### src/assert_macros.svh
// Assertion helpers shared by the RTL. All of them sample on clk and are
// disabled while arst_n is low.
`ifndef ASSERT_MACROS_SVH
`define ASSERT_MACROS_SVH
`ifndef ASSERT_OFF
`define ASSERT_ALWAYS(lbl, cond, msg) \
	lbl: assert property (@(posedge clk) disable iff (!arst_n) (cond)) else $error(msg);
`define ASSERT_SAME(lbl, ante, cons, msg) \
	lbl: assert property (@(posedge clk) disable iff (!arst_n) (ante) |-> (cons)) else $error(msg);
`define ASSERT_NEXT(lbl, ante, cons, msg) \
	lbl: assert property (@(posedge clk) disable iff (!arst_n) (ante) |=> (cons)) else $error(msg);
`else
`define ASSERT_ALWAYS(lbl, cond, msg)
`define ASSERT_SAME(lbl, ante, cons, msg)
`define ASSERT_NEXT(lbl, ante, cons, msg)
`endif
`endif

### src/ptt_ram.sv
`default_nettype none
module ptt_ram #(
	parameter int WIDTH = 8,
	parameter int DEPTH = 32,
	localparam int AW = $clog2(DEPTH)
) (
	input  wire logic             clk,
	input  wire logic             we,
	input  wire logic [AW-1:0]    waddr,
	input  wire logic [WIDTH-1:0] wdata,
	input  wire logic             re,
	input  wire logic [AW-1:0]    raddr,
	output logic      [WIDTH-1:0] rdata
);
	logic [WIDTH-1:0] mem_q [DEPTH];
	logic [WIDTH-1:0] rdata_q;

	always_ff @(posedge clk) begin
		if (we) begin
			mem_q[waddr] <= wdata;
		end
		if (re) begin
			rdata_q <= mem_q[raddr];
		end
	end

	assign rdata = rdata_q;
endmodule
`default_nettype wire

### config.mk
export PLATFORM = sky130hd
export DESIGN_NAME = ptt_ram
export DESIGN_NICKNAME = d
export VERILOG_FILES = /design/src/assert_macros.svh /design/src/ptt_ram.sv
export SDC_FILE = /design/constraint.sdc
export NUM_CORES = 1
export LEC_CHECK = 0
export BUFFER_PORTS_ARGS = -buffer_cell sky130_fd_sc_hd__buf_2
export CORE_AREA = 3 3 166 168
export CTS_BUF_LIST = sky130_fd_sc_hd__clkbuf_8
export CTS_CLUSTER_SIZE = 16
export DETAILED_ROUTE_END_ITERATION = 7
export DIE_AREA = 0 0 169 171
export SLEW_MARGIN = 20
export SYNTH_ARGS = -nofsm -noshare
export SYNTH_HDL_FRONTEND = slang
export SYNTH_SLANG_ARGS = --single-unit
### constraint.sdc
create_clock -name clk -period 2.2 [get_ports clk]
set_input_delay 0.44 -clock clk [delete_from_list [all_inputs] [get_ports clk]]
set_output_delay 0.44 -clock clk [all_outputs]
set_load 0.1 [all_outputs]
==> impl_metrics.tcl, run 1 <==
set metrics [dict create \
    status "complete, no violations" \
    grt_setup_unrepaired "no" \
    min_period_over_period_pct 89.4 \
    fillCellCount 2146 \
    finalNetCount 533 \
    postCtsResizedCells 0 \
    power_frac_comb_pct 6.7 \
    cts_buffers 41 \
    wl_per_cell_um 24.9 \
    drc_errors 0 \
    viasPerCell 5.40 \
    critPathLaunch "mem_q[1][6]" \
    cp_max_fo 1 \
    syn_inst 417 \
    drive_gt1_share_pct 39.0 \
    power_frac_seq_pct 57.5 \
    initial_utilization_pct 38.9 \
    netlist_area_um2 10100 \
    placementRows 59 \
    r2r_slack_ns 0.23 \
    track_usage_pct 15.4 \
    path_clk_slew_ns 0.06 \
    skew_ns 0.0149 \
    synth_flop_cell "edfxtp_1" \
    reg2reg_depth 3 \
    postCtsHoldBufs 0 \
    num_vias 4690 \
    gp_congestion 0.766 \
    endpoint_kind "flop" \
    synthDistinctLibCells 14 \
    tightest_slew_ns 0.745 \
    grt_pass1_vias 4872 \
    hold_ws_ns 0.282 \
    async_flop_share_pct 0 \
    relSlewSlack_pct 50.3 \
    finalSetupViolations 0 \
    drt_iter0_markers 503 \
    drv_slew 0 \
    avgSynthCellArea_um2 24.3 \
    die_w_um 169 \
    dieArea_um2 28900 \
    ios 29 \
    grt-ovfl-total 0 \
    yosysWarnings 0 \
    drtAntennaViolNets 0 \
    critical_path.top_delay_family "multiplexers" \
    seqCellArea_um2 7930 \
    place_hpwl_um 13500 \
    path_depth 3 \
    holdPathStages 1 \
    port_buffers 28 \
    path_cells "mux4_2, mux4_2, mux2_2" \
    place_worst_setup_slack_ns -0.345 \
    max_stage_delay_ns 0.52 \
    worstPathBufferInverterCount 0 \
    yosysSeqAreaShare_pct 78.2 \
    internal_power_mw 7.59 \
    fin_ws_ns 0.234 \
    max_cap_viol_count 0 \
    peakVddDrop_uv 359 \
    worst_path_most_repeated_cell "mux4_2" \
    crit_slowest_cell "mux4_2" \
    p_per_area_nw_per_um2 839 \
    antenna_found_initial 0 \
    p_sw_share_pct 22.5 \
    switching_power_mw 2.21 \
    firstDrtPassIters 4 \
    synth_edf_count 264 \
    max_freq_mhz 509 \
    cts_tree "built" \
    arrival_ns 2.25 \
    die_y_um 171 \
    insertion_delay_ns 0.55 \
    power_frac_clock_pct 35.8 \
    r2r-start "mem_q[1][6]" \
    finalCriticalPeriod_ns 1.97 \
    core_area_um2 26100 \
    leakagePower_nw 3.73 \
    grt_pass1_wl_um 32400 \
    finalHoldViolCount 0 \
    r2r_end "rdata[6]" \
    root_buffer "clkbuf_8" \
    critPathKind "flop to flop" \
    multi_input_area_um2 2100 \
    grt_max_degree 33 \
    cp.required_ns 2.48 \
    hp-class "input port to flop" \
    startpoint_type "flop" \
    diodes 0 \
    cts_max_path_buffers 3 \
    htreeDepth 2 \
    ys_ff_latch 264 \
    syn_nets 438 \
    cts.sink_count 264 \
    post-cts-setup-buffer-count 0 \
    area_growth_pct 15.3 \
    endpoint "rdata[6]" \
    wl_um 21600 \
]
==> worst register-to-register path, stage by stage (launching register included) <==
cell and delay, ns:
edfxtp_1 0.37, mux4_2 0.52, mux4_2 0.51, mux2_2 0.31
==> stage by stage <==
stage | area (um^2) | instances | setup TNS [ns] | util (%) | total power [mW]
finish | 11700 | 868 | 0 | 44.8 | 9.80
global route | 11700 | 868 | 0 | 44.8 | 10.2
CTS | 11700 | 868 | 0 | 44.8 | 9.92
detailed placement | 11000 | 804 | -2.43 | 42.3 | 6.41
global placement | 11000 | 804 | -2.36 | 42.3 | 6.40
floorplan | 10200 | 417 | 0 | - | 6.16
==> Yosys cell counts (2+ instances only) <==
cell type	number	share of area [%]
clkbuf_1	6	0.22
mux4_2	80	18
nor2_1	33	1.2
edfxtp_1	264	78
mux2_2	8	0.89
nand3b_1	5	0.37
nand3_1	2	0.099
buf_4	6	0.44
buf_1	6	0.22
or3b_2	3	0.26
==> sequential cells by signal, indices dropped and copies added, names as in the netlist <==
name	count
rdata	8
mem_q	256
==> worst min-delay path by stage <==
stage / from / end / slack (ns)
global placement: re / rdata[6] / 0.83
CTS: re / rdata[5] / 0.25
detailed placement: re / rdata[6] / 0.82
finish: re / rdata[6] / 0.28
floorplan: wdata[0] / mem_q[0][0] / 0.54
global route: re / rdata[3] / 0.25
==> power by group through the flow <==
| stage | combinational, mW | clock, mW | sequential (mW) |
|---|---|---|---|
| 2_1_floorplan | 0.322 | 0 | 5.84 |
| 3_3_place_gp | 0.656 | 0 | 5.74 |
| 3_5_place_dp | 0.669 | 0 | 5.74 |
| 4_1_cts | 0.670 | 3.61 | 5.64 |
| 5_1_grt | 0.700 | 3.83 | 5.64 |
| 6_report | 0.658 | 3.50 | 5.64 |
==> routing by layer <==
layer | up-vias | wire (um) | GRT usage (%)
li1 | 1971 | - | -
met1 | 2522 | 9860 | 23.1
met2 | 167 | 9810 | 22.7
met3 | 30 | 1580 | 3.81
met4 | 0 | 390 | 4.62
met5 | - | 0 | 0
==> cell families after synthesis <==
logic type / after synthesis / share of synthesized area (%)
muxes: 88 / 18.7
and+or+nand+nor: 45 / 2.05
DFF: 264 / 78.2
buffers and inverters: 20 / 1.05
==> cell usage in the layout (no fill, tap or decap), drive strengths merged <==
cell / count
clkinv: 11
clkbuf: 41
nor2: 33
inv: 11
buf: 72
or3b: 3
edfxtp: 264
clkinvlp: 1
nand3b: 5
nand3: 2
nand2: 1
or3: 1
mux2: 8
mux4: 80
==> cell type report <==
| class | instances | area share (%) |
|---|---|---|
| Clock buffer | 41 | 4.83 |
| Clock inverter | 23 | 0.867 |
| Multi-Input combinational cell | 133 | 18.0 |
| Sequential cell | 264 | 67.8 |
| Tap cell | 335 | 3.59 |
| Timing Repair Buffer | 72 | 4.90 |
Note: power is estimated with default switching activity, not from simulation.
==> run 2: changes to the inputs <==
--- a/config.mk
+++ b/config.mk
@@ -11,6 +11,7 @@
 export CTS_CLUSTER_SIZE = 16
 export DETAILED_ROUTE_END_ITERATION = 7
 export DIE_AREA = 0 0 169 171
+export GPL_TIMING_DRIVEN = 0
 export SLEW_MARGIN = 20
 export SYNTH_ARGS = -nofsm -noshare
 export SYNTH_HDL_FRONTEND = slang
==> run 2 against run 1 <==
- count of clock-buffer cells in the layout unchanged
- setup slack got worse by 0.014 ns
- first-iteration DRC count decreased by 4.2%
- hold slack got worse by 0.033 ns
- sequential share of layout area increased by 1.3 points
- maximum frequency decreased by 0.70%
- critical path type unchanged
- highest routed layer unchanged
==> impl_metrics.tcl, run 2 (synthesis gave the netlist of run 1 again) <==
set metrics [dict create \
    reg2reg_depth 3 \
    arrival_ns 2.25 \
    ios 29 \
    max_stage_delay_ns 0.54 \
    wl_per_cell_um 24.5 \
    relSlewSlack_pct 42.7 \
    cts_max_path_buffers 3 \
    fillCellCount 2185 \
    dieArea_um2 28900 \
    cp.required_ns 2.47 \
    postCtsResizedCells 0 \
    holdCritStartpoint "re" \
    leakagePower_nw 3.58 \
    power.total_mw 9.81 \
    worst_path_most_repeated_cell "mux4_2" \
    path_clk_slew_ns 0.06 \
    drc_errors 0 \
    multi_input_area_um2 2100 \
    endpoint_kind "flop" \
    drive_gt1_share_pct 34.7 \
    port_buffers 23 \
    diodes 0 \
    regMostFlops "mem_q" \
    insertion_delay_ns 0.53 \
    firstDrtPassIters 5 \
    antenna_found_initial 0 \
    crit_slowest_cell "mux4_2" \
    grt_max_degree 33 \
    worstPathBufferInverterCount 0 \
    critical_path.top_delay_family "multiplexers" \
    peakVddDrop_uv 460 \
    cts_tree "built" \
    finalCriticalPeriod_ns 1.98 \
    setup_tns_ns 0 \
    finalHoldViolCount 0 \
    seqCellArea_um2 7930 \
    gp_congestion 0.765 \
    r2r_slack_ns 0.22 \
    grt-ovfl-total 0 \
    r2r_end "rdata[1]" \
    r2r-start "mem_q[21][1]" \
    postCtsHoldBufs 0 \
    p_per_area_nw_per_um2 856 \
    placementRows 59 \
    holdPathStages 1 \
    post-cts-setup-buffer-count 0 \
    min_period_over_period_pct 90.0 \
    max_cap_viol_count 0 \
    layout_common_cells "edfxtp_1, mux4_2, clkbuf_8" \
    die_w_um 169 \
    path_depth 3 \
    hp-class "input port to flop" \
    skew_ns 0.0126 \
    drv_slew 0 \
    drtAntennaViolNets 0 \
    cts_buffers 41 \
    viasPerCell 5.31 \
    htreeDepth 2 \
    cts.sink_count 264 \
    startpoint_type "flop" \
    grt_pass1_vias 4824 \
    place_hpwl_um 13500 \
    max_freq_mhz 505 \
    finalNetCount 504 \
    tightest_slew_ns 0.856 \
    grt_pass1_wl_um 31400 \
    drt_iter0_markers 482 \
    final_common_cell "edfxtp_1" \
    path_cells "mux4_2, mux4_2, mux2_2" \
    track_usage_pct 14.9 \
    fin_area_um2 11500 \
    initial_utilization_pct 38.9 \
    critPathKind "flop to flop" \
    place_area_um2 10800 \
    holdPathEnd "rdata[4]" \
    largest_reg_flops 256 \
    num_vias 4501 \
    wl_um 20800 \
    die_y_um 171 \
    cp_max_fo 1 \
    root_buffer "clkbuf_8" \
    grt_setup_unrepaired "no" \
    core_area_um2 26100 \
    area_growth_pct 13.2 \
    status "complete, no violations" \
    finalSetupViolations 0 \
]
-- run 2: changes by cell type in the layout (fill, tap and decap cells not counted), sizes merged --
cell / delta
buf: -35
clkinv: +6
clkinvlp: +1
inv: +2
clkbuf: +6
-- run 2: layout make-up --
class / count / area share (%)
plain buffers: 20 / 1.85
clock buffers: 41 / 4.92
clock inverters: 32 / 1.17
multi-input cells: 133 / 18.3
flip-flops and latches: 264 / 69.1
well taps: 335 / 3.65
repair buffers: 23 / 1.00
-- run 2: worst max-delay path by stage --
stage	start	endpoint	slack, ns
after CTS	mem_q[20][1]	rdata[1]	0.22
final	mem_q[21][1]	rdata[1]	0.22
after floorplan	raddr[0]	rdata[0]	0.02
after global routing	mem_q[20][1]	rdata[1]	0.19
after detailed placement	raddr[2]	rdata[0]	-0.32
after global placement	raddr[2]	rdata[0]	-0.30
-- run 2: routing by layer --
metal / vias to the layer above / track usage, % / routed length (um)
met5: - / 0 / 0
met4: 0 / 4.55 / 480
met3: 38 / 4.25 / 1450
met2: 169 / 22.7 / 9730
met1: 2377 / 21.1 / 9100
li1: 1917 / - / -
-- run 2: report_power, final --
part / leakage [nW] / total [mW] / switching [mW] / internal [mW]
Sequential: 2.38 / 5.63 / 0.0153 / 5.62
Combinational: 0.794 / 0.659 / 0.414 / 0.244
Clock: 0.403 / 3.52 / 1.78 / 1.74
-- run 2: worst register-to-register path: stages, from the launching register on --
cell	delay, ns
edfxtp_1	0.36
mux4_2	0.53
mux4_2	0.54
mux2_2	0.30
-- run 2: stage by stage --
step / cells / hold slack, ns / setup WS (ns) / utilization, %
detailed placement: 775 / 0.787 / -0.324 / 41.3
finish: 848 / 0.249 / 0.220 / 44.0
global placement: 775 / 0.761 / -0.300 / 41.3
global route: 848 / 0.225 / 0.188 / 44.0
floorplan: 417 / 0.539 / 0.0236 / -
CTS: 848 / 0.216 / 0.220 / 44.0
